File: config.mk
export PLATFORM = sky130hd
export DESIGN_NAME = utf16_to_utf8_transcoder_core
export DESIGN_NICKNAME = d
export VERILOG_FILES = /design/src/sv/u16u8_pkg.sv /design/src/sv/u16u8_front.sv /design/src/sv/u16u8_queue.sv /design/src/sv/u16u8_back.sv /design/src/sv/utf16_to_utf8_transcoder_core.sv
export SDC_FILE = /design/constraint.sdc
export NUM_CORES = 1
export LEC_CHECK = 0
export BUFFER_PORTS_ARGS = -buffer_cell sky130_fd_sc_hd__buf_4
export CORE_MARGIN = 4
export CORE_UTILIZATION = 40
export CTS_BUF_LIST = sky130_fd_sc_hd__clkbuf_4
export CTS_CLUSTER_DIAMETER = 100
export CTS_CLUSTER_SIZE = 8
export DETAILED_ROUTE_END_ITERATION = 16
export SLEW_MARGIN = 20
export SYNTH_ARGS = -nofsm -noshare
export SYNTH_HDL_FRONTEND = slang
export SYNTH_HIERARCHICAL = 1
export SYNTH_SLANG_ARGS = --single-unit
File: constraint.sdc
create_clock -name clk -period 15.4 [get_ports clk]
set_clock_uncertainty 0.2 [all_clocks]
set_input_delay 0.77 -clock clk [delete_from_list [all_inputs] [get_ports clk]]
set_output_delay 0.77 -clock clk [all_outputs]
set_load 0.1 [all_outputs]
File: src/sv/u16u8_pkg.sv
// ----------------------------------------------------------------------------
// u16u8_pkg
// Shared types, constants and the UTF-8 encoder for the UTF-16 to UTF-8
// transcoder.
// ----------------------------------------------------------------------------
`default_nettype none

package u16u8_pkg;

  // Default counter width and queue depth
  localparam int COUNT_WIDTH_DEF = 16;
  localparam int QUEUE_DEPTH_DEF = 2;

  // Port widths
  localparam int IN_TDATA_W  = 16;
  localparam int OUT_TDATA_W = 48;
  localparam int CFG_ADDR_W  = 1;
  localparam int CFG_DATA_W  = 16;
  localparam int ERR_CHAR_W  = 7;
  localparam int LIMIT_W     = 16;
  localparam int STAT_CNT_W  = 16;

  // Configuration register indexes
  localparam logic [CFG_ADDR_W-1:0] REG_SUBST_CHAR = 1'b0;
  localparam logic [CFG_ADDR_W-1:0] REG_OUT_LIMIT  = 1'b1;

  // Register reset values
  localparam logic [ERR_CHAR_W-1:0] SUBST_CHAR_RST = 7'h3F;
  localparam logic [LIMIT_W-1:0]    OUT_LIMIT_RST  = 16'hFFFF;

  // Surrogate ranges (top six bits of a code unit)
  localparam logic [5:0] HIGH_SURR_TAG = 6'b110110;  // 0xD800..0xDBFF
  localparam logic [5:0] LOW_SURR_TAG  = 6'b110111;  // 0xDC00..0xDFFF

  // Code point limits and UTF-8 lead and continuation markers
  localparam logic [20:0] CP_SUPP_BASE = 21'h10000;
  localparam logic [20:0] CP_1BYTE_END = 21'h00080;
  localparam logic [20:0] CP_2BYTE_END = 21'h00800;
  localparam logic [7:0]  UTF8_CONT    = 8'h80;
  localparam logic [7:0]  UTF8_LEAD2   = 8'hC0;
  localparam logic [7:0]  UTF8_LEAD3   = 8'hE0;
  localparam logic [7:0]  UTF8_LEAD4   = 8'hF0;

  // One encoded character, first byte in the low bits
  typedef struct packed {
    logic [31:0] bytes;
    logic [2:0]  len;
  } enc_t;

  // Control part of one queue entry
  typedef struct packed {
    logic [31:0] bytes;    // bytes of this code unit, first byte lowest
    logic [2:0]  nbytes;   // 0 marks a status-only entry
    logic [2:0]  nfirst;   // byte count of the first character
    logic        err;      // error flag after this unit
    logic        halt;     // buffer error flag after this unit
    logic        last;     // unit ends the message
  } hdr_t;

  // Encode one code point as UTF-8
  function automatic enc_t utf8_encode(input logic [20:0] cp);
    enc_t e;
    e.bytes = '0;
    if (cp < CP_1BYTE_END) begin
      e.len        = 3'd1;
      e.bytes[7:0] = {1'b0, cp[6:0]};
    end else if (cp < CP_2BYTE_END) begin
      e.len         = 3'd2;
      e.bytes[7:0]  = UTF8_LEAD2 | {3'b000, cp[10:6]};
      e.bytes[15:8] = UTF8_CONT | {2'b00, cp[5:0]};
    end else if (cp < CP_SUPP_BASE) begin
      e.len          = 3'd3;
      e.bytes[7:0]   = UTF8_LEAD3 | {4'b0000, cp[15:12]};
      e.bytes[15:8]  = UTF8_CONT | {2'b00, cp[11:6]};
      e.bytes[23:16] = UTF8_CONT | {2'b00, cp[5:0]};
    end else begin
      e.len          = 3'd4;
      e.bytes[7:0]   = UTF8_LEAD4 | {5'b00000, cp[20:18]};
      e.bytes[15:8]  = UTF8_CONT | {2'b00, cp[17:12]};
      e.bytes[23:16] = UTF8_CONT | {2'b00, cp[11:6]};
      e.bytes[31:24] = UTF8_CONT | {2'b00, cp[5:0]};
    end
    return e;
  endfunction

endpackage

`default_nettype wire

File: src/sv/u16u8_front.sv
// ----------------------------------------------------------------------------
// u16u8_front
// Accepts code units, pairs surrogates, checks the byte limit and keeps the
// message state; writes one entry per unit that has results.
// ----------------------------------------------------------------------------
`default_nettype none

module u16u8_front import u16u8_pkg::*; #(
  parameter int COUNT_WIDTH = COUNT_WIDTH_DEF
) (
  input  wire logic                       clk,
  input  wire logic                       rst_n,
  // input stream
  input  wire logic                       in_valid,
  output      logic                       in_ready,
  input  wire logic [IN_TDATA_W-1:0]      code_unit,
  input  wire logic                       last_unit,
  // configuration
  input  wire logic [ERR_CHAR_W-1:0]      subst_char,
  input  wire logic [LIMIT_W-1:0]         out_limit,
  // queue write side
  input  wire logic                       q_full,
  output      logic                       q_push,
  output      hdr_t                       ent_hdr,
  output      logic [4*COUNT_WIDTH-1:0]   ent_cnt
);

  localparam int CW    = COUNT_WIDTH;
  localparam int CMP_W = ((CW > LIMIT_W) ? CW : LIMIT_W) + 1;

  // Message state
  logic          pend_r, pend_nxt;
  logic [9:0]    phigh_r, phigh_nxt;
  logic          err_r, err_nxt;
  logic          halt_r, halt_nxt;
  logic [CW-1:0] ucnt_r, ucnt_nxt;
  logic [CW-1:0] bcnt_r, bcnt_nxt;

  logic          accept;
  logic          is_low, is_high;
  logic [20:0]   pair_cp, err_cp, a_cp, b_cp;
  enc_t          enc_a, enc_b;
  logic          s1, a_fit, a_emit, halt1, handled, s2;
  logic          b_try, b_fit, b_emit, halt2;
  logic          err2, pend2;
  logic [CW-1:0] bcnt1, ucnt1, bcnt2, ucnt2;
  logic [2:0]    len_a, len_b;
  logic          has_res;

  assign in_ready = !q_full;
  assign accept   = in_valid && in_ready;

  // Classify the unit and build both candidate characters
  always_comb begin
    is_low  = (code_unit[15:10] == LOW_SURR_TAG);
    is_high = (code_unit[15:10] == HIGH_SURR_TAG);
    pair_cp = CP_SUPP_BASE + {1'b0, phigh_r, code_unit[9:0]};
    err_cp  = 21'(subst_char);
    a_cp    = is_low ? pair_cp : err_cp;
    b_cp    = is_high ? err_cp : 21'(code_unit);
    enc_a   = utf8_encode(a_cp);
    enc_b   = utf8_encode(b_cp);
  end

  // Resolve the held high surrogate first, then the unit itself
  always_comb begin
    s1      = !halt_r && pend_r;
    a_fit   = (CMP_W'(bcnt_r) + CMP_W'(enc_a.len)) <= CMP_W'(out_limit);
    a_emit  = s1 && a_fit;
    halt1   = halt_r || (s1 && !a_fit);
    handled = s1 && (is_low || !a_fit);
    s2      = !handled && !halt1;
    // a high surrogate that ends the message turns into the error character
    b_try   = s2 && (!is_high || last_unit);
    bcnt1   = a_emit ? bcnt_r + CW'(enc_a.len) : bcnt_r;
    ucnt1   = a_emit ? ucnt_r + (is_low ? CW'(2) : CW'(1)) : ucnt_r;
    b_fit   = (CMP_W'(bcnt1) + CMP_W'(enc_b.len)) <= CMP_W'(out_limit);
    b_emit  = b_try && b_fit;
    halt2   = halt1 || (b_try && !b_fit);
    bcnt2   = b_emit ? bcnt1 + CW'(enc_b.len) : bcnt1;
    ucnt2   = b_emit ? ucnt1 + CW'(1) : ucnt1;
    err2    = err_r || (s1 && !is_low) || (s2 && is_high && last_unit);
    pend2   = s2 && is_high && !last_unit;
    len_a   = a_emit ? enc_a.len : 3'd0;
    len_b   = b_emit ? enc_b.len : 3'd0;
  end

  // Build the entry; two characters only occur as error char then unit
  always_comb begin
    ent_hdr.nbytes = len_a + len_b;
    ent_hdr.nfirst = a_emit ? len_a : len_b;
    if (a_emit) begin
      ent_hdr.bytes = enc_a.bytes | (b_emit ? {enc_b.bytes[23:0], 8'h00} : 32'h0);
    end else begin
      ent_hdr.bytes = b_emit ? enc_b.bytes : 32'h0;
    end
    ent_hdr.err  = err2;
    ent_hdr.halt = halt2;
    ent_hdr.last = last_unit;
    ent_cnt      = {bcnt_r, ucnt2, ucnt1, ucnt_r};
    has_res      = (ent_hdr.nbytes != 3'd0) || last_unit || (halt2 && !halt_r);
    q_push       = accept && has_res;
  end

  // Advance message state; clear it at the end of a message
  always_comb begin
    pend_nxt  = pend_r;
    phigh_nxt = phigh_r;
    err_nxt   = err_r;
    halt_nxt  = halt_r;
    ucnt_nxt  = ucnt_r;
    bcnt_nxt  = bcnt_r;
    if (accept) begin
      if (last_unit) begin
        pend_nxt = 1'b0;
        err_nxt  = 1'b0;
        halt_nxt = 1'b0;
        ucnt_nxt = '0;
        bcnt_nxt = '0;
      end else begin
        pend_nxt = pend2;
        err_nxt  = err2;
        halt_nxt = halt2;
        ucnt_nxt = ucnt2;
        bcnt_nxt = bcnt2;
      end
      if (pend2) begin
        phigh_nxt = code_unit[9:0];
      end
    end
  end

  always_ff @(posedge clk) begin
    if (!rst_n) begin
      pend_r <= 1'b0;
      err_r  <= 1'b0;
      halt_r <= 1'b0;
      ucnt_r <= '0;
      bcnt_r <= '0;
    end else begin
      pend_r <= pend_nxt;
      err_r  <= err_nxt;
      halt_r <= halt_nxt;
      ucnt_r <= ucnt_nxt;
      bcnt_r <= bcnt_nxt;
    end
  end

  always_ff @(posedge clk) begin
    phigh_r <= phigh_nxt;
  end

endmodule

`default_nettype wire

File: src/sv/u16u8_queue.sv
// ----------------------------------------------------------------------------
// u16u8_queue
// Short first-in first-out queue of unit entries between front and back.
// ----------------------------------------------------------------------------
`default_nettype none

module u16u8_queue import u16u8_pkg::*; #(
  parameter int DEPTH  = QUEUE_DEPTH_DEF,
  parameter int DATA_W = 8
) (
  input  wire logic              clk,
  input  wire logic              rst_n,
  input  wire logic              push,
  input  wire logic [DATA_W-1:0] din,
  output      logic              full,
  input  wire logic              pop,
  output      logic              not_empty,
  output      logic [DATA_W-1:0] dout
);

  localparam int PTR_W = (DEPTH > 1) ? $clog2(DEPTH) : 1;
  localparam int CNT_W = $clog2(DEPTH + 1);

  logic [DATA_W-1:0] mem [DEPTH];
  logic [PTR_W-1:0]  wr_ptr_r, wr_ptr_nxt;
  logic [PTR_W-1:0]  rd_ptr_r, rd_ptr_nxt;
  logic [CNT_W-1:0]  cnt_r, cnt_nxt;

  assign full      = (cnt_r == CNT_W'(DEPTH));
  assign not_empty = (cnt_r != '0);
  assign dout      = mem[rd_ptr_r];

  // Advance pointers and fill count
  always_comb begin
    wr_ptr_nxt = wr_ptr_r;
    rd_ptr_nxt = rd_ptr_r;
    if (push) begin
      wr_ptr_nxt = (wr_ptr_r == PTR_W'(DEPTH - 1)) ? '0 : wr_ptr_r + PTR_W'(1);
    end
    if (pop) begin
      rd_ptr_nxt = (rd_ptr_r == PTR_W'(DEPTH - 1)) ? '0 : rd_ptr_r + PTR_W'(1);
    end
    cnt_nxt = cnt_r + CNT_W'(push) - CNT_W'(pop);
  end

  always_ff @(posedge clk) begin
    if (!rst_n) begin
      wr_ptr_r <= '0;
      rd_ptr_r <= '0;
      cnt_r    <= '0;
    end else begin
      wr_ptr_r <= wr_ptr_nxt;
      rd_ptr_r <= rd_ptr_nxt;
      cnt_r    <= cnt_nxt;
    end
  end

  // Store entries
  always_ff @(posedge clk) begin
    if (push) begin
      mem[wr_ptr_r] <= din;
    end
  end

endmodule

`default_nettype wire

File: src/sv/u16u8_back.sv
// ----------------------------------------------------------------------------
// u16u8_back
// Walks the head entry one result per cycle while the sink keeps up and
// drives the registered output stream.
// ----------------------------------------------------------------------------
`default_nettype none

module u16u8_back import u16u8_pkg::*; #(
  parameter int COUNT_WIDTH = COUNT_WIDTH_DEF
) (
  input  wire logic                       clk,
  input  wire logic                       rst_n,
  // queue read side
  input  wire logic                       q_valid,
  input  wire hdr_t                       ent_hdr,
  input  wire logic [4*COUNT_WIDTH-1:0]   ent_cnt,
  output      logic                       q_pop,
  // output stream
  output      logic                       out_valid,
  input  wire logic                       out_ready,
  output      logic [OUT_TDATA_W-1:0]     out_data,
  output      logic                       out_user,
  output      logic                       out_last
);

  localparam int CW = COUNT_WIDTH;

  logic                   valid_r, valid_nxt;
  logic [1:0]             idx_r, idx_nxt;
  logic [OUT_TDATA_W-1:0] data_r;
  logic                   user_r, last_r;

  logic                   load, is_status, end_ent;
  logic [2:0]             i1;
  logic [CW-1:0]          u0, ua, uf, b0, units, bw;
  logic [7:0]             cur_byte;
  logic                   run_last, done, buf_err;
  logic [OUT_TDATA_W-1:0] data_nxt;

  assign out_valid = valid_r;
  assign out_data  = data_r;
  assign out_user  = user_r;
  assign out_last  = last_r;

  // Pick the result at the current byte index
  always_comb begin
    {b0, uf, ua, u0} = ent_cnt;
    load      = q_valid && (!valid_r || out_ready);
    is_status = (ent_hdr.nbytes == 3'd0);
    i1        = {1'b0, idx_r} + 3'd1;
    end_ent   = is_status || (i1 == ent_hdr.nbytes);
    q_pop     = load && end_ent;
    cur_byte  = is_status ? 8'h00 : ent_hdr.bytes[{idx_r, 3'b000} +: 8];
    run_last  = end_ent;
    done      = end_ent && ent_hdr.last;
    buf_err   = is_status && ent_hdr.halt;
    if (is_status) begin
      units = uf;
      bw    = b0;
    end else begin
      // the unit count steps on the last byte of each character
      units = (i1 < ent_hdr.nfirst) ? u0 : ((i1 < ent_hdr.nbytes) ? ua : uf);
      bw    = b0 + CW'(i1);
    end
    data_nxt = {5'b00000, STAT_CNT_W'(bw), STAT_CNT_W'(units),
                buf_err, ent_hdr.err, run_last, cur_byte};
    idx_nxt  = load ? (end_ent ? 2'd0 : idx_r + 2'd1) : idx_r;
    valid_nxt = load ? 1'b1 : (out_ready ? 1'b0 : valid_r);
  end

  always_ff @(posedge clk) begin
    if (!rst_n) begin
      valid_r <= 1'b0;
      idx_r   <= 2'd0;
    end else begin
      valid_r <= valid_nxt;
      idx_r   <= idx_nxt;
    end
  end

  // Hold the payload until the sink takes it
  always_ff @(posedge clk) begin
    if (load) begin
      data_r <= data_nxt;
      user_r <= !is_status;
      last_r <= done;
    end
  end

endmodule

`default_nettype wire

File: src/sv/utf16_to_utf8_transcoder_core.sv
// ----------------------------------------------------------------------------
// utf16_to_utf8_transcoder_core
// UTF-16 code units in, UTF-8 bytes with message status out.
// ----------------------------------------------------------------------------
// The block takes one code unit per cycle while its two-entry unit queue has
// room and sends one result per cycle on the output stream while out_tready
// allows it: one per UTF-8 byte a unit produces (or one for a status-only
// result), as the output register carries one byte. The first result of a
// unit passes through the unit queue and then the output register. A high
// surrogate produces nothing until the next unit; an unpaired one becomes
// the error character. Once a character would pass out_limit, the rest of
// the message is dropped and a status-only result carries buffer_error.
// Counters restart with each message. Write configuration only while no
// transaction is in flight.
`default_nettype none

module utf16_to_utf8_transcoder_core import u16u8_pkg::*; #(
  parameter int COUNT_WIDTH = COUNT_WIDTH_DEF
) (
  input  wire logic                   clk,
  input  wire logic                   rst_n,
  // configuration write port
  input  wire logic                   cfg_we,
  input  wire logic [CFG_ADDR_W-1:0]  cfg_addr,
  input  wire logic [CFG_DATA_W-1:0]  cfg_wdata,
  // code unit stream
  input  wire logic                   in_tvalid,
  output      logic                   in_tready,
  input  wire logic [IN_TDATA_W-1:0]  in_tdata,   // [15:0] code_unit
  input  wire logic                   in_tlast,   // last_unit
  // UTF-8 result stream
  output      logic                   out_tvalid,
  input  wire logic                   out_tready,
  // [7:0] out_byte, [8] run_last, [9] had_errors, [10] buffer_error,
  // [26:11] units_consumed, [42:27] bytes_written, [47:43] zero
  output      logic [OUT_TDATA_W-1:0] out_tdata,
  output      logic                   out_tuser,  // [0] byte_valid
  output      logic                   out_tlast   // message_done
);

  localparam int CNT_VEC_W = 4 * COUNT_WIDTH;
  localparam int ENT_W     = $bits(hdr_t) + CNT_VEC_W;

  logic [ERR_CHAR_W-1:0] subst_char_r;
  logic [LIMIT_W-1:0]    out_limit_r;

  logic                  q_full, q_push, q_pop, q_valid;
  hdr_t                  f_hdr, b_hdr;
  logic [CNT_VEC_W-1:0]  f_cnt, b_cnt;
  logic [ENT_W-1:0]      q_dout;

  // Configuration registers
  always_ff @(posedge clk) begin
    if (!rst_n) begin
      subst_char_r <= SUBST_CHAR_RST;
      out_limit_r  <= OUT_LIMIT_RST;
    end else if (cfg_we) begin
      unique case (cfg_addr)
        REG_SUBST_CHAR: subst_char_r <= cfg_wdata[ERR_CHAR_W-1:0];
        REG_OUT_LIMIT:  out_limit_r  <= cfg_wdata[LIMIT_W-1:0];
        default:        ;
      endcase
    end
  end

  u16u8_front #(
    .COUNT_WIDTH (COUNT_WIDTH)
  ) u_front (
    .clk        (clk),
    .rst_n      (rst_n),
    .in_valid   (in_tvalid),
    .in_ready   (in_tready),
    .code_unit  (in_tdata),
    .last_unit  (in_tlast),
    .subst_char (subst_char_r),
    .out_limit  (out_limit_r),
    .q_full     (q_full),
    .q_push     (q_push),
    .ent_hdr    (f_hdr),
    .ent_cnt    (f_cnt)
  );

  u16u8_queue #(
    .DEPTH  (QUEUE_DEPTH_DEF),
    .DATA_W (ENT_W)
  ) u_queue (
    .clk       (clk),
    .rst_n     (rst_n),
    .push      (q_push),
    .din       ({f_hdr, f_cnt}),
    .full      (q_full),
    .pop       (q_pop),
    .not_empty (q_valid),
    .dout      (q_dout)
  );

  assign {b_hdr, b_cnt} = q_dout;

  u16u8_back #(
    .COUNT_WIDTH (COUNT_WIDTH)
  ) u_back (
    .clk       (clk),
    .rst_n     (rst_n),
    .q_valid   (q_valid),
    .ent_hdr   (b_hdr),
    .ent_cnt   (b_cnt),
    .q_pop     (q_pop),
    .out_valid (out_tvalid),
    .out_ready (out_tready),
    .out_data  (out_tdata),
    .out_user  (out_tuser),
    .out_last  (out_tlast)
  );

endmodule

`default_nettype wire

==> out/metrics.csv <==
metric;value;unit
DRT iter0 DRCs;1049;
post-synth top area share;0.436;
Reg clk slew, reported paths;100;ps
H-tree depth;2;
ys flop type;edfxtp_1;
row cnt;77;
Final Hold Vio Count;0;
Final Util;0.453;
worst setup margin;1160;ps
Fill cells;4141;
number of synthesized register bits;331;
Critical Path Sink Type;flip-flop;
hold path cells;1;
DR vias/cell;5.57;
Final Routed Wirelength;47.6;mm
Hold Crit Class;in2reg;
Max rail drop VDD;0.000181;V
Total GRT Usage;0.188;
P_leak;0.00766;uW
CP Class;reg2reg;
most frequent cells in the layout;265 x edfxtp_1, 127 x nand2_1, 100 x buf_4;
Post-DP Area;19200;um2
fin area;20200;um2
RSZ-0062 raised after global routing;no;
Top Ports;91;
wire per inst;20.8;um
fin cells;2292;
die area;49100;um2
RR Startpoint;u_front/phigh_r[6];
setup_tns;0;ps
routability congestion estimate;0.908;
CORE AREA;44600;um2
cells after synthesis;1569;
number of synthesized flops with an enable pin;265;
worst-margin pin slew;1150;ps
Clock Path Buffers;3;
fin. max-slew vios;0;
first-pass GRT wire length;73.7;mm
CP peak stage delay;530;ps
register area;9280;um2
Place WS;1030;ps
synth top area cells;edfxtp_1 44%, dfxtp_1 7.2%, mux2_4 4.1%;
Die H;222;um
power density over cell area;143;nW/um2
via count;12765;
Syn Std Cell Area;18200;um2
WP data arrival;14460;ps
outcome;finished clean;
CTS Sinks;331;
Die W;222;um
Crit Path Max Fanout;34;
Reg2Reg Depth;48;
worst setup path endpoint;u_queue/mem[1][53];
DR pass1 iterations;6;
Setup Fix Bufs, Post-CTS;0;
Final nets;1757;
crit path launch type;flip-flop;
clk_lat worst skew;760;ps
synth warn;6;
period utilization;0.925;
CTS Root Cell;clkbuf_4;
CTS tree;done;
Async SR Flop Fraction;0;
share of layout cells above drive strength 1;0.217;
vias in the first global route;12546;
r2r setup slk;1160;ps
Req. time, crit path;15620;ps
max-cap violation count;0;
detailed-route DRC error count;0;
CTS buffer count;47;
final period demand of the worst path;14240;ps
syn_area_per_cell;11.6;um2
dpl hpwl;32.9;mm
Routed Antenna Nets;0;
Final Setup Violations;0;
global route overflow;0;
Initial Utilization;0.409;
initial antenna violation count;1;
Synth cell types;104;
multi-input combinational cell area;8050;um2
crit path from;u_front/phigh_r[6];
dominant cell type by area after synthesis;edfxtp_1;
Cell Count Post-Placement;2178;
reg2reg end;u_queue/mem[1][53];
largest net degree at the start of global routing;89;
Max Clock Freq;70.2;MHz
P&R area growth vs syn;10.7;%
port buffer count;85;
slowest CP cell;edfxtp_1;
leading cell type in the layout, fill and taps excluded;edfxtp_1;
share of the yosys chip area belonging to registers;0.509;
Slew Limit Headroom;0.230;
## how the worst min path moves through the flow
stage | start | to | slack, ps
final | in_tlast | u_queue/mem[0][64] | 140
after global routing | in_tlast | u_queue/mem[0][64] | 60
after CTS | in_tlast | u_queue/mem[1][64] | 30
after detailed placement | u_front/err_r | u_front/err_r | 280
after global placement | u_front/err_r | u_front/err_r | 260
after floorplan | u_front/bcnt_r[4] | u_queue/mem[0][52] | 220
## worst max-delay path: cells and delay by family (launching register included)
| family | cells | cell delay (ps) |
|---|---|---|
| AO/OA/AOI/OAI | 16 | 4600 |
| XOR/XNOR | 3 | 530 |
| flip-flops | 1 | 530 |
| buffers and inverters | 6 | 1090 |
| adder cells (fa/ha/maj) | 8 | 2890 |
| AND/OR/NAND/NOR | 15 | 4030 |
## synth_stat cells, drive strengths merged, types with 16 or more instances
cell type	instances
mux2	106
nand2	128
nor2b	16
ha	51
a21oi	70
a221oi	19
o211ai	31
nor3	21
dfxtp	66
and2	27
nand3	66
clkbuf	33
inv	100
o21ai	65
a22o	29
buf	57
xnor2	67
xor2	26
edfxtp	265
nor2	80
nand4	25
nor4	25
## cell type report
| cell class | count | share of cell area |
|---|---|---|
| timing repair buffer | 128 | 0.0521 |
| antenna | 1 | 0.000124 |
| tap | 592 | 0.0367 |
| sequential | 331 | 0.460 |
| inverter | 100 | 0.0186 |
| clock inverter | 4 | 0.00341 |
| multi-input combinational | 1054 | 0.399 |
| clock buffer | 82 | 0.0305 |
## sequential cells by signal, indices dropped and copies added (netlist names), 2 cells and up, named ones only
name	cells
out_limit_r	16
u_front/ucnt_r	16
u_front/phigh_r	10
u_queue/mem	210
u_back/idx_r	2
subst_char_r	7
u_front/bcnt_r	16
u_queue/cnt_r	2
u_back/out_data	43
## through the flow
stage	total power [uW]	hold WS, ps
2_1_floorplan	2100	220
5_1_grt	3020	62.4
3_3_place_gp	2310	256
3_5_place_dp	2320	279
4_1_cts	2920	28.2
6_report	2880	136
## logic make-up after synthesis
group / count (synthesis) / synth area share
mux: 129 / 0.0938
simple gates: 453 / 0.129
buf+inv: 190 / 0.0521
fa+ha+maj: 56 / 0.0405
other cells: 2 / 0.000412
xor+xnor: 94 / 0.0463
flops: 331 / 0.509
compound gates: 314 / 0.129
## power by group
part	switching, uW	internal [uW]
Sequential	67.8	1160
Clock	308	271
Combinational	762	311
## timing repair
item	4_1_cts	5_1_grt
resized for setup	0	1
hold endpoints to repair	29	0
hold buffers	26	0
endpoints found under the setup margin	0	154
## per-layer routing
| metal | GRT usage | wire (um) |
|---|---|---|
| met4 | 0.0568 | 1090 |
| met1 | 0.276 | 22500 |
| met3 | 0.0320 | 3030 |
| met2 | 0.286 | 21000 |
| met5 | 0 | 0 |
No activity file was read; power rests on OpenSTA's default activity.
